<file path="config.mk">
export PLATFORM = sky130hd
export DESIGN_NAME = depth_hue_colorizer
export DESIGN_NICKNAME = d
export VERILOG_FILES = /design/src/rtl/dhc_pkg.sv /design/src/rtl/depth_hue_colorizer.sv
export VERILOG_INCLUDE_DIRS = /design/src /design/src/rtl
export SDC_FILE = /design/constraint.sdc
export NUM_CORES = 1
export LEC_CHECK = 0
export BUFFER_PORTS_ARGS = -buffer_cell sky130_fd_sc_hd__buf_2
export CAP_MARGIN = 20
export CORE_ASPECT_RATIO = 1.75
export CORE_MARGIN = 2
export CORE_UTILIZATION = 50
export DETAILED_ROUTE_END_ITERATION = 12
export GPL_TIMING_DRIVEN = 0
export PLACE_DENSITY = 0.66
export SETUP_SLACK_MARGIN = 0.05
export SLEW_MARGIN = 20
export SYNTH_ARGS = -nofsm -noshare
export SYNTH_HDL_FRONTEND = slang
export SYNTH_SLANG_ARGS = --single-unit
</file>
<file path="constraint.sdc">
create_clock -name i_clk -period 7.51 [get_ports i_clk]
set_clock_uncertainty 0.2 [all_clocks]
set_input_delay 0.751 -clock i_clk [delete_from_list [all_inputs] [get_ports i_clk]]
set_output_delay 0.751 -clock i_clk [all_outputs]
set_load 0.02 [all_outputs]
</file>
<file path="src/rtl/assert_macros.svh">
// Concurrent assertion helpers shared by the RTL.
`ifndef ASSERT_MACROS_SVH
`define ASSERT_MACROS_SVH

// Same-cycle implication, disabled while reset is asserted.
`define ASSERT_IMPL(label, clk, rst_n, ante, cons) \
    label: assert property (@(posedge clk) disable iff (!rst_n) (ante) |-> (cons)) \
        else $error("same-cycle implication failed");

// Next-cycle implication, disabled while reset is asserted.
`define ASSERT_NEXT(label, clk, rst_n, ante, cons) \
    label: assert property (@(posedge clk) disable iff (!rst_n) (ante) |=> (cons)) \
        else $error("next-cycle implication failed");

`endif

</file>
<file path="src/rtl/dhc_pkg.sv">
package dhc_pkg;

    // Depth word width actually used; inputs and registers are masked to it.
    localparam int DEPTH_BITS = 16;
    // Port widths fixed by the interface.
    localparam int PORT_BITS  = 16;
    // Channel width; the ramp scale is 2**CHAN_BITS - 1.
    localparam int CHAN_BITS  = 8;
    // Dividend width of the channel division: (2**CHAN_BITS - 1) * rem.
    localparam int NUM_W      = DEPTH_BITS + CHAN_BITS;
    // Clamp, two sector steps, scale, one stage per quotient bit, output.
    localparam int PIPE_LAT   = 5 + CHAN_BITS;

    typedef logic [DEPTH_BITS-1:0] t_depth;
    typedef logic [CHAN_BITS-1:0]  t_chan;
    typedef logic [NUM_W-1:0]      t_num;
    typedef logic [0:0]            t_cfg_idx;
    typedef logic [2:0]            t_sector;

    localparam t_cfg_idx CFG_DEPTH_MIN = 1'b0;
    localparam t_cfg_idx CFG_DEPTH_MAX = 1'b1;

    localparam t_depth DEPTH_MIN_RST = t_depth'(500);
    localparam t_depth DEPTH_MAX_RST = t_depth'(5800);

    // Hue sectors, near to far.
    localparam t_sector SEC_RED_YEL  = 3'd0;
    localparam t_sector SEC_YEL_GRN  = 3'd1;
    localparam t_sector SEC_GRN_CYN  = 3'd2;
    localparam t_sector SEC_CYN_BLU  = 3'd3;
    localparam t_sector SEC_BLUE     = 3'd4;

    localparam t_chan CH_FULL = '1;
    localparam t_chan CH_OFF  = '0;

    // Per-request flags that ride along the pipeline.
    typedef struct packed {
        logic    blk;   // zero depth: black
        logic    bad;   // empty or inverted ramp: red
        t_sector sec;
    } t_tag;

endpackage

</file>
<file path="src/rtl/depth_hue_colorizer.sv">
`include "assert_macros.svh"

// depth_hue_colorizer: maps one depth pixel to an RGB hue color. A request
// is taken on every clock where start is high (busy is always low: the
// pipeline takes one request per cycle with no gaps). The color appears
// on o_red/o_green/o_blue with o_valid high for exactly one cycle. Results
// leave in request order and the receiver cannot hold them off. The
// pipeline has one clamp stage, two sector compare/subtract stages, one
// x255 scale stage, eight restoring-division stages (one quotient bit
// each) and the output register. Depth 0 gives black; depth_max <=
// depth_min gives red for any nonzero depth. Write depth_min (index 0)
// and depth_max (index 1) only while no request is in flight; a write
// takes effect at once.
module depth_hue_colorizer (
    input  logic                i_clk,
    input  logic                i_rst_n,
    input  logic                start,
    output logic                busy,
    input  logic [15:0]         i_depth,
    input  logic                i_cfg_we,
    input  dhc_pkg::t_cfg_idx   i_cfg_idx,
    input  logic [15:0]         i_cfg_data,
    output logic                o_valid,
    output logic [7:0]          o_red,
    output logic [7:0]          o_green,
    output logic [7:0]          o_blue
);
    import dhc_pkg::*;

    // ---------------- configuration ----------------
    t_depth r_depth_min;
    t_depth r_depth_max;
    t_depth range;
    logic   ramp_bad;

    always_ff @(posedge i_clk) begin
        if (!i_rst_n) begin
            r_depth_min <= DEPTH_MIN_RST;
            r_depth_max <= DEPTH_MAX_RST;
        end else if (i_cfg_we) begin
            case (i_cfg_idx)
                CFG_DEPTH_MIN: r_depth_min <= i_cfg_data[DEPTH_BITS-1:0];
                CFG_DEPTH_MAX: r_depth_max <= i_cfg_data[DEPTH_BITS-1:0];
                default: ;
            endcase
        end
    end

    // The user must change the registers only while idle; the block does not enforce this. Every stage reads them live.
    assign range    = r_depth_max - r_depth_min;
    assign ramp_bad = (r_depth_max <= r_depth_min);

    // No backpressure anywhere: always ready.
    assign busy = 1'b0;

    // ---------------- stage 1: clamp, offset from min ----------------
    logic   r1_valid;
    t_tag   r1_tag;
    t_depth r1_off;
    t_depth d_in;
    t_depth d_clamp;
    t_tag   n1_tag;

    always_comb begin
        d_in = i_depth[DEPTH_BITS-1:0];
        if (d_in > r_depth_max) begin
            d_clamp = r_depth_max;
        end else if (d_in < r_depth_min) begin
            d_clamp = r_depth_min;
        end else begin
            d_clamp = d_in;
        end
        n1_tag.blk = (d_in == '0);
        n1_tag.bad = ramp_bad;
        n1_tag.sec = SEC_RED_YEL;
    end

    // ---------------- stage 2: x = 4*off, test against 2*range ----------------
    logic                  r2_valid;
    t_tag                  r2_tag;
    logic                  r2_top;     // off == range: far end, sector 4
    logic                  r2_hi;
    logic [DEPTH_BITS:0]   r2_x;
    logic [DEPTH_BITS+1:0] x4;
    logic [DEPTH_BITS+1:0] two_r;
    logic [DEPTH_BITS+1:0] x4_sub;
    logic                  n2_hi;
    logic [DEPTH_BITS:0]   n2_x;

    always_comb begin
        x4     = {r1_off, 2'b00};
        two_r  = {1'b0, range, 1'b0};
        x4_sub = x4 - two_r;
        n2_hi  = (x4 >= two_r);
        if (n2_hi) begin
            n2_x = x4_sub[DEPTH_BITS:0];
        end else begin
            n2_x = x4[DEPTH_BITS:0];
        end
    end

    // ---------------- stage 3: test against range, remainder ----------------
    logic                r3_valid;
    t_tag                r3_tag;
    t_depth              r3_rem;
    logic [DEPTH_BITS:0] x_sub;
    logic                n3_lo;
    t_depth              n3_rem;
    t_tag                n3_tag;

    always_comb begin
        x_sub  = r2_x - {1'b0, range};
        n3_lo  = (r2_x >= {1'b0, range});
        n3_rem = n3_lo ? x_sub[DEPTH_BITS-1:0] : r2_x[DEPTH_BITS-1:0];
        n3_tag = r2_tag;
        if (r2_top) begin
            n3_tag.sec = SEC_BLUE;
            n3_rem     = '0;
        end else begin
            n3_tag.sec = {1'b0, r2_hi, n3_lo};
        end
    end

    // ---------------- stage 4: numerator = 255 * rem ----------------
    logic r4_valid;
    t_tag r4_tag;
    t_num r4_num;
    t_num n4_num;

    assign n4_num = (t_num'(r3_rem) << CHAN_BITS) - t_num'(r3_rem);

    // ---------------- division: one quotient bit per stage ----------------
    logic  r_dv_valid [CHAN_BITS];
    t_tag  r_dv_tag   [CHAN_BITS];
    t_num  r_dv_part  [CHAN_BITS];
    t_chan r_dv_quo   [CHAN_BITS];
    t_num  n_dv_part  [CHAN_BITS];
    t_chan n_dv_quo   [CHAN_BITS];

    always_comb begin
        t_num  part;
        t_chan quo;
        t_num  dsh;
        for (int k = 0; k < CHAN_BITS; k++) begin
            part = (k == 0) ? r4_num : r_dv_part[(k == 0) ? 0 : k - 1];
            quo  = (k == 0) ? CH_OFF : r_dv_quo[(k == 0) ? 0 : k - 1];
            dsh  = t_num'(range) << (CHAN_BITS - 1 - k);
            if (part >= dsh) begin
                n_dv_part[k] = part - dsh;
                quo[CHAN_BITS-1-k] = 1'b1;
            end else begin
                n_dv_part[k] = part;
            end
            n_dv_quo[k] = quo;
        end
    end

    // ---------------- output select ----------------
    t_tag  last_tag;
    t_chan up;
    t_chan down;
    t_chan n_red;
    t_chan n_green;
    t_chan n_blue;

    always_comb begin
        last_tag = r_dv_tag[CHAN_BITS-1];
        up       = r_dv_quo[CHAN_BITS-1];
        // floor(255*(R-rem)/R) = 255 - ceil(255*rem/R)
        down     = CH_FULL - up - t_chan'(r_dv_part[CHAN_BITS-1] != '0);
        if (last_tag.blk) begin
            n_red = CH_OFF;  n_green = CH_OFF;  n_blue = CH_OFF;
        end else if (last_tag.bad) begin
            n_red = CH_FULL; n_green = CH_OFF;  n_blue = CH_OFF;
        end else begin
            case (last_tag.sec)
                SEC_RED_YEL: begin
                    n_red = CH_FULL; n_green = up;      n_blue = CH_OFF;
                end
                SEC_YEL_GRN: begin
                    n_red = down;    n_green = CH_FULL; n_blue = CH_OFF;
                end
                SEC_GRN_CYN: begin
                    n_red = CH_OFF;  n_green = CH_FULL; n_blue = up;
                end
                SEC_CYN_BLU: begin
                    n_red = CH_OFF;  n_green = down;    n_blue = CH_FULL;
                end
                default: begin
                    n_red = CH_OFF;  n_green = CH_OFF;  n_blue = CH_FULL;
                end
            endcase
        end
    end

    // ---------------- pipeline registers ----------------
    always_ff @(posedge i_clk) begin
        if (!i_rst_n) begin
            r1_valid <= 1'b0;
            r2_valid <= 1'b0;
            r3_valid <= 1'b0;
            r4_valid <= 1'b0;
            for (int k = 0; k < CHAN_BITS; k++) begin
                r_dv_valid[k] <= 1'b0;
            end
            o_valid <= 1'b0;
        end else begin
            r1_valid <= start && !busy;
            r2_valid <= r1_valid;
            r3_valid <= r2_valid;
            r4_valid <= r3_valid;
            r_dv_valid[0] <= r4_valid;
            for (int k = 1; k < CHAN_BITS; k++) begin
                r_dv_valid[k] <= r_dv_valid[k-1];
            end
            o_valid <= r_dv_valid[CHAN_BITS-1];
        end
    end

    always_ff @(posedge i_clk) begin
        r1_tag <= n1_tag;
        r1_off <= d_clamp - r_depth_min;
        r2_tag <= r1_tag;
        r2_top <= (r1_off == range);
        r2_hi  <= n2_hi;
        r2_x   <= n2_x;
        r3_tag <= n3_tag;
        r3_rem <= n3_rem;
        r4_tag <= r3_tag;
        r4_num <= n4_num;
        r_dv_tag[0] <= r4_tag;
        for (int k = 1; k < CHAN_BITS; k++) begin
            r_dv_tag[k] <= r_dv_tag[k-1];
        end
        for (int k = 0; k < CHAN_BITS; k++) begin
            r_dv_part[k] <= n_dv_part[k];
            r_dv_quo[k]  <= n_dv_quo[k];
        end
        o_red   <= n_red;
        o_green <= n_green;
        o_blue  <= n_blue;
    end

    // ---------------- assertions ----------------
    `ASSERT_IMPL(a_no_invented, i_clk, i_rst_n, o_valid, $past(start && !busy, PIPE_LAT))
    `ASSERT_IMPL(a_sector_ok, i_clk, i_rst_n, r3_valid && !r3_tag.bad, (r3_tag.sec <= SEC_BLUE) && (r3_rem < range))
    `ASSERT_NEXT(a_far_end, i_clk, i_rst_n, r3_valid && (r3_tag.sec == SEC_BLUE), r4_num == '0)
    `ASSERT_IMPL(a_div_rem, i_clk, i_rst_n, r_dv_valid[CHAN_BITS-1] && !r_dv_tag[CHAN_BITS-1].bad, r_dv_part[CHAN_BITS-1] < t_num'(range))

endmodule
</file>
# After elaboration in Yosys (flattened, before gate mapping)
# Memory sizes are Yosys's and may differ from the RTL's. A register that Yosys moved wholly into a read port is not among the register bits.
# Index checks and enable logic that the tools add are counted.
[word_totals]
memories = 4
out_inout_bits = 26
register_bits = 149
input_bits = 37
ram_bits = 304
[op_classes]
n_mux = 35
eq_ne = 4
add_sub_neg = 15
bitwise_logic = 9
n_reduce_logical = 9
order_cmp = 13
[mem_list]
columns = ["name", "words", "width", "read_ports", "rd_ports_with_merged_regs", "write_ports", "line", "text"]
rows = [
  ["r_dv_part", 8, 24, 8, 0, 8, "depth_hue_colorizer.sv:135", "t_num r_dv_part [CHAN_BITS];"],
  ["r_dv_quo", 8, 8, 8, 0, 8, "depth_hue_colorizer.sv:136", "t_chan r_dv_quo [CHAN_BITS];"],
  ["r_dv_tag", 8, 5, 8, 0, 8, "depth_hue_colorizer.sv:134", "t_tag r_dv_tag [CHAN_BITS];"],
  ["r_dv_valid", 8, 1, 8, 1, 8, "depth_hue_colorizer.sv:133", "logic r_dv_valid [CHAN_BITS];"],
]
[ops]
columns = ["cell", "count"]
rows = [
  ["24-bit two-way mux", 8],
  ["16-bit two-way mux", 3],
  ["16-bit subtractor", 3],
  ["24-bit by 16-bit subtractor with 24-bit output", 2],
  ["8-bit case mux with 2 select lines", 2],
  ["24-bit by 16-bit greater-or-equal comparator with 1-bit output", 1],
  ["24-bit by 17-bit greater-or-equal comparator with 1-bit output", 1],
  ["24-bit by 18-bit greater-or-equal comparator with 1-bit output", 1],
  ["24-bit by 19-bit greater-or-equal comparator with 1-bit output", 1],
  ["24-bit by 20-bit greater-or-equal comparator with 1-bit output", 1],
  ["24-bit by 21-bit greater-or-equal comparator with 1-bit output", 1],
  ["24-bit by 22-bit greater-or-equal comparator with 1-bit output", 1],
  ["24-bit by 23-bit greater-or-equal comparator with 1-bit output", 1],
  ["8-bit case mux with 3 select lines", 1],
  ["24-bit nonzero test", 1],
  ["24-bit by 17-bit subtractor with 24-bit output", 1],
  ["24-bit by 18-bit subtractor with 24-bit output", 1],
  ["24-bit by 19-bit subtractor with 24-bit output", 1],
  ["24-bit by 20-bit subtractor with 24-bit output", 1],
  ["24-bit by 21-bit subtractor with 24-bit output", 1],
  ["24-bit by 22-bit subtractor with 24-bit output", 1],
  ["24-bit by 23-bit subtractor with 24-bit output", 1],
  ["18-bit by 17-bit greater-or-equal comparator with 1-bit output", 1],
  ["1-bit two-way mux", 18],
  ["20 further kinds", 31],
]

# Depth between registers and ports, before layout
# An unclocked memory read counts as a cell.
[depth]
word_depth = 5
ltp_mapped = 27

# Least setup slack after synthesis
# OpenSTA, ideal clock, no wires.
[synth_path]
path_kind = "input to register"
startpoint = "input i_depth[9]"
endpoint = "register r1_off[14]"
setup_slack_ns = 1.780
setup_time_ns = 0.124
cell_stages = 26
arrival_ns = 5.407
cell_sequence = "ha_1 a21o_1 a21o_1 a21o_1 a21o_1 a21oi_1 o21ai_0 a211oi_1 buf_1 clkbuf_1 nand2_1 o211ai_1 o21ai_0 ha_1 fa_1 nor2b_1 o21ai_0 a21boi_0 o21ai_0 a21boi_0 o21ai_0 a21boi_0 o21ai_0 a21oi_1 mux2i_1 nand3_1"
[synth_via]
elab_chain_cells = 4
elab_cells_between_ends = 5
classes_between = "1 x add/sub; 2 x order compare; 2 x mux"
[synth_rtl]
columns = ["element", "line", "text"]
rows = [
  ["start, declared", "depth_hue_colorizer.sv:19", "input logic [15:0] i_depth,"],
  ["16-bit < comparator", "depth_hue_colorizer.sv:68", "end else if (d_in < r_depth_min) begin"],
  ["16-bit two-way mux", "depth_hue_colorizer.sv:68", ""],
  ["16-bit two-way mux (*)", "depth_hue_colorizer.sv:66", "if (d_in > r_depth_max) begin"],
  ["16-bit subtractor (*)", "depth_hue_colorizer.sv:222", "r1_off <= d_clamp - r_depth_min;"],
  ["end signal, assigned", "depth_hue_colorizer.sv:222", ""],
  ["end, declared", "depth_hue_colorizer.sv:59", "t_depth r1_off;"],
]
# Mark *: on every way between the ends. The rest lies on a longest branch, timed or not.
# A chain may end at the register's enable or synchronous reset.

==> metrics.cfg <==
[placement]
port_buffers = 60
gp_congestion = 0.943
place_area_um2 = 24500
place_inst = 3282
dp_hpwl_mm = 54.2

[route]
antenna_left = 0
post_drt_wl_per_cell_um = 20.1
drtIter0Drc = 792
dr.pass1.iters = 5
drc = 0
totalWireLength_mm = 67.4
via_per_inst = 5.83
vias = 19600

[sta]
tns_ps = 0
hold_viol = 0
min_period_over_period = 0.902
worst_pin_slew_ps = 1110
period_needed_ps = 6770
fmax_mhz = 148
rsz0062_at_grt = false
slew_headroom = 0.256
setup_viol = 0
drv_slew = 0

[power_and_ir_drop]
power.density_nw_per_um2 = 524
p_leak_uw = 0.0109
ir_drop_v = 0.000250

[critical_path]
r2r_cells = 17
rrSetupSlack_ps = 740
r2r_start = r_depth_min[1]$_SDFFE_PN0P_
crit_family = simple AND/OR/NAND/NOR gates
critPathCaptureType = flip-flop
critPathMaxStageDelay_ps = 880
crit_chain = inv_1 -> ha_1 -> nor2b_1 -> o31ai_2 -> a21o_1 -> o31ai_2 -> nor2_1 -> clkbuf_1 -> ha_1 -> nand3_1 -> nand2_1 -> a21oi_1 -> o21ai_0 -> nand3_1 -> nor3b_2 -> clkinv_1 -> mux2_2
start_kind = flip-flop
cp.arrival_ps = 7010
required_ps = 7750
r2r-end = r_dv_part[1][61]$_DFF_P_
critPathSlowestCell = clkbuf_1
critPathBufInv = 3
worstSetupPathType = flip-flop to flip-flop
crit_path_max_fanout = 16

[global_routing]
grt_max_degree = 21
grt_pass1_vias = 20600
track_usage = 0.273
antenna_found_initial = 0
grt_pass1_wl_mm = 103
grt-ovfl-total = 0

[final_layout]
mostFrequentLayoutCells = dfxtp_1 (425), nand2_1 (243), nor2_1 (209), ha_1 (198), a21oi_1 (170)
area_delta_synth_final_pct = 11.1
final_common_cell = dfxtp_1
stdcell_count = 3357
num-nets-final = 2984
drive_gt1_frac = 0.0939
diodes = 0
stdcell_area_um2 = 26000

[synth]
ys_seq_area_frac = 0.363
synthesis.area_um2 = 23400
netlist_instances = 2632
synthArstFlopShare = 0
synth_area_leaders = dfxtp_1 (36%), ha_1 (11%), xnor2_1 (6.4%), nand2_1 (3.9%), a21oi_1 (3.6%)
synth_top_area_frac = 0.363
synth_warnings = 0
syn_nets = 2879
ys_seq_elements = 425
ys.flop_type = dfxtp_1
synth_top_area_cell = dfxtp_1
syn_area_per_cell_um2 = 8.91
ys_types = 107
synth_edf_count = 0

[floorplanning]
die_x_um = 168
die_h_um = 290
start_util = 0.503
die-area_um2 = 48700
rows = 105
core_area_um2 = 46600
pin_count = 63

[run]
cap_violations = 0

[clock_tree]
cts.sinks = 425
cts_buffer_depth = 3
clkSlewWorstSetupHoldPaths_ps = 70
cts_buffers = 41
cts_hold_buf = 0
clock-root-buffer = clkbuf_16
clk_latency_ps = 570
post-cts-setup-buffers = 0
h-tree-depth = 2
cts_tree = built

[min_path]
min_path_cells = 0
min_from = n3_tag[3]$_DFF_P_
min_path_type = flip-flop to flip-flop
min_to = r3_tag[3]$_DFF_P_

[status]
outcome = complete, no violations

-- through the flow --
stage          total power, uW  setup slack (ps)  hold slack, ps  utilization
4_1_cts                  13600               243             123        0.558
6_report                 13600               738             121        0.558
3_3_place_gp             11000              5.45             110        0.525
5_1_grt                  14600               161             130        0.558
3_5_place_dp             11300             -88.0             112        0.526
2_1_floorplan             9410              1780             110            -
-- final cells by class --
cell class / count / area, um2
Buffer: 78 / 360
Clock buffer: 53 / 1190
Clock inverter: 22 / 295
Fill cell: 4178 / 20600
Inverter: 143 / 537
Multi-Input combinational cell: 1986 / 14100
Sequential cell: 425 / 8510
Tap cell: 588 / 736
Timing Repair Buffer: 62 / 319
-- layer usage --
layer	part of all wire	routed length (um)	GRT usage	vias to the layer above
met5	0	0	0	-
met4	0.11	7290	0.262	0
met3	0.029	1970	0.0302	268
met2	0.56	37600	0.559	536
met1	0.30	20500	0.212	9229
li1	-	-	-	9522
-- how the worst max path moves through the flow --
| stage | start | to | cells past startpoint |
|---|---|---|---|
| detailed placement | i_depth[1] | r1_off[14]$_DFF_P_ | 26 |
| finish | r_depth_min[1]$_SDFFE_PN0P_ | r_dv_part[1][61]$_DFF_P_ | 17 |
| global placement | i_depth[1] | r1_off[14]$_DFF_P_ | 26 |
| floorplan | i_depth[9] | r1_off[14]$_DFF_P_ | 26 |
| global route | r_depth_max[1]$_SDFFE_PN0P_ | r1_off[14]$_DFF_P_ | 25 |
| CTS | r_depth_min[1]$_SDFFE_PN0P_ | r1_off[14]$_DFF_P_ | 26 |
-- timing repair --
item / in CTS / in global routing
gates resized for setup: 0 / 4
endpoints found under the hold margin: 0 / 0
endpoints found under the setup margin: 0 / 2
-- power breakdown --
part	internal [uW]	switching [uW]
logic	3210	4260
registers	3300	611
clock network	1310	941
total	7820	5810
-- synth_stat cells (35+ instances only) --
cell	n
dfxtp_1	425
nand2_1	243
nor2_1	209
ha_1	198
xnor2_1	171
a21oi_1	170
o21ai_0	153
inv_1	135
xor2_1	71
nand3_1	55
nor3_1	52
a21o_1	50
clkbuf_1	47
o21a_1	35
-- cell families after synthesis --
| group | share of synthesized area |
|---|---|
| mux | 0.0253 |
| simple gates | 0.161 |
| xor+xnor | 0.0972 |
| buf+inv | 0.0382 |
| flops | 0.363 |
| compound gates | 0.184 |
| other cells | 0.000160 |
| fa+ha+maj | 0.132 |
-- registers in the layout, indices dropped and copies added, names as in the netlist --
register,count
r2_valid,1
o_blue,8
r3_rem,16
r_dv_part,192
r_dv_tag,40
o_green,8
r2_top,1
r1_tag,2
r3_valid,1
o_valid,1
n3_tag,2
r4_num,24
r3_tag,5
r_dv_valid,8
r2_hi,1
r2_x,16
r_dv_quo,36
r4_valid,1
r1_off,16
r4_tag,5
r_depth_max,16
o_red,8
r1_valid,1
r_depth_min,16
Power figures use the tool's default switching activity.
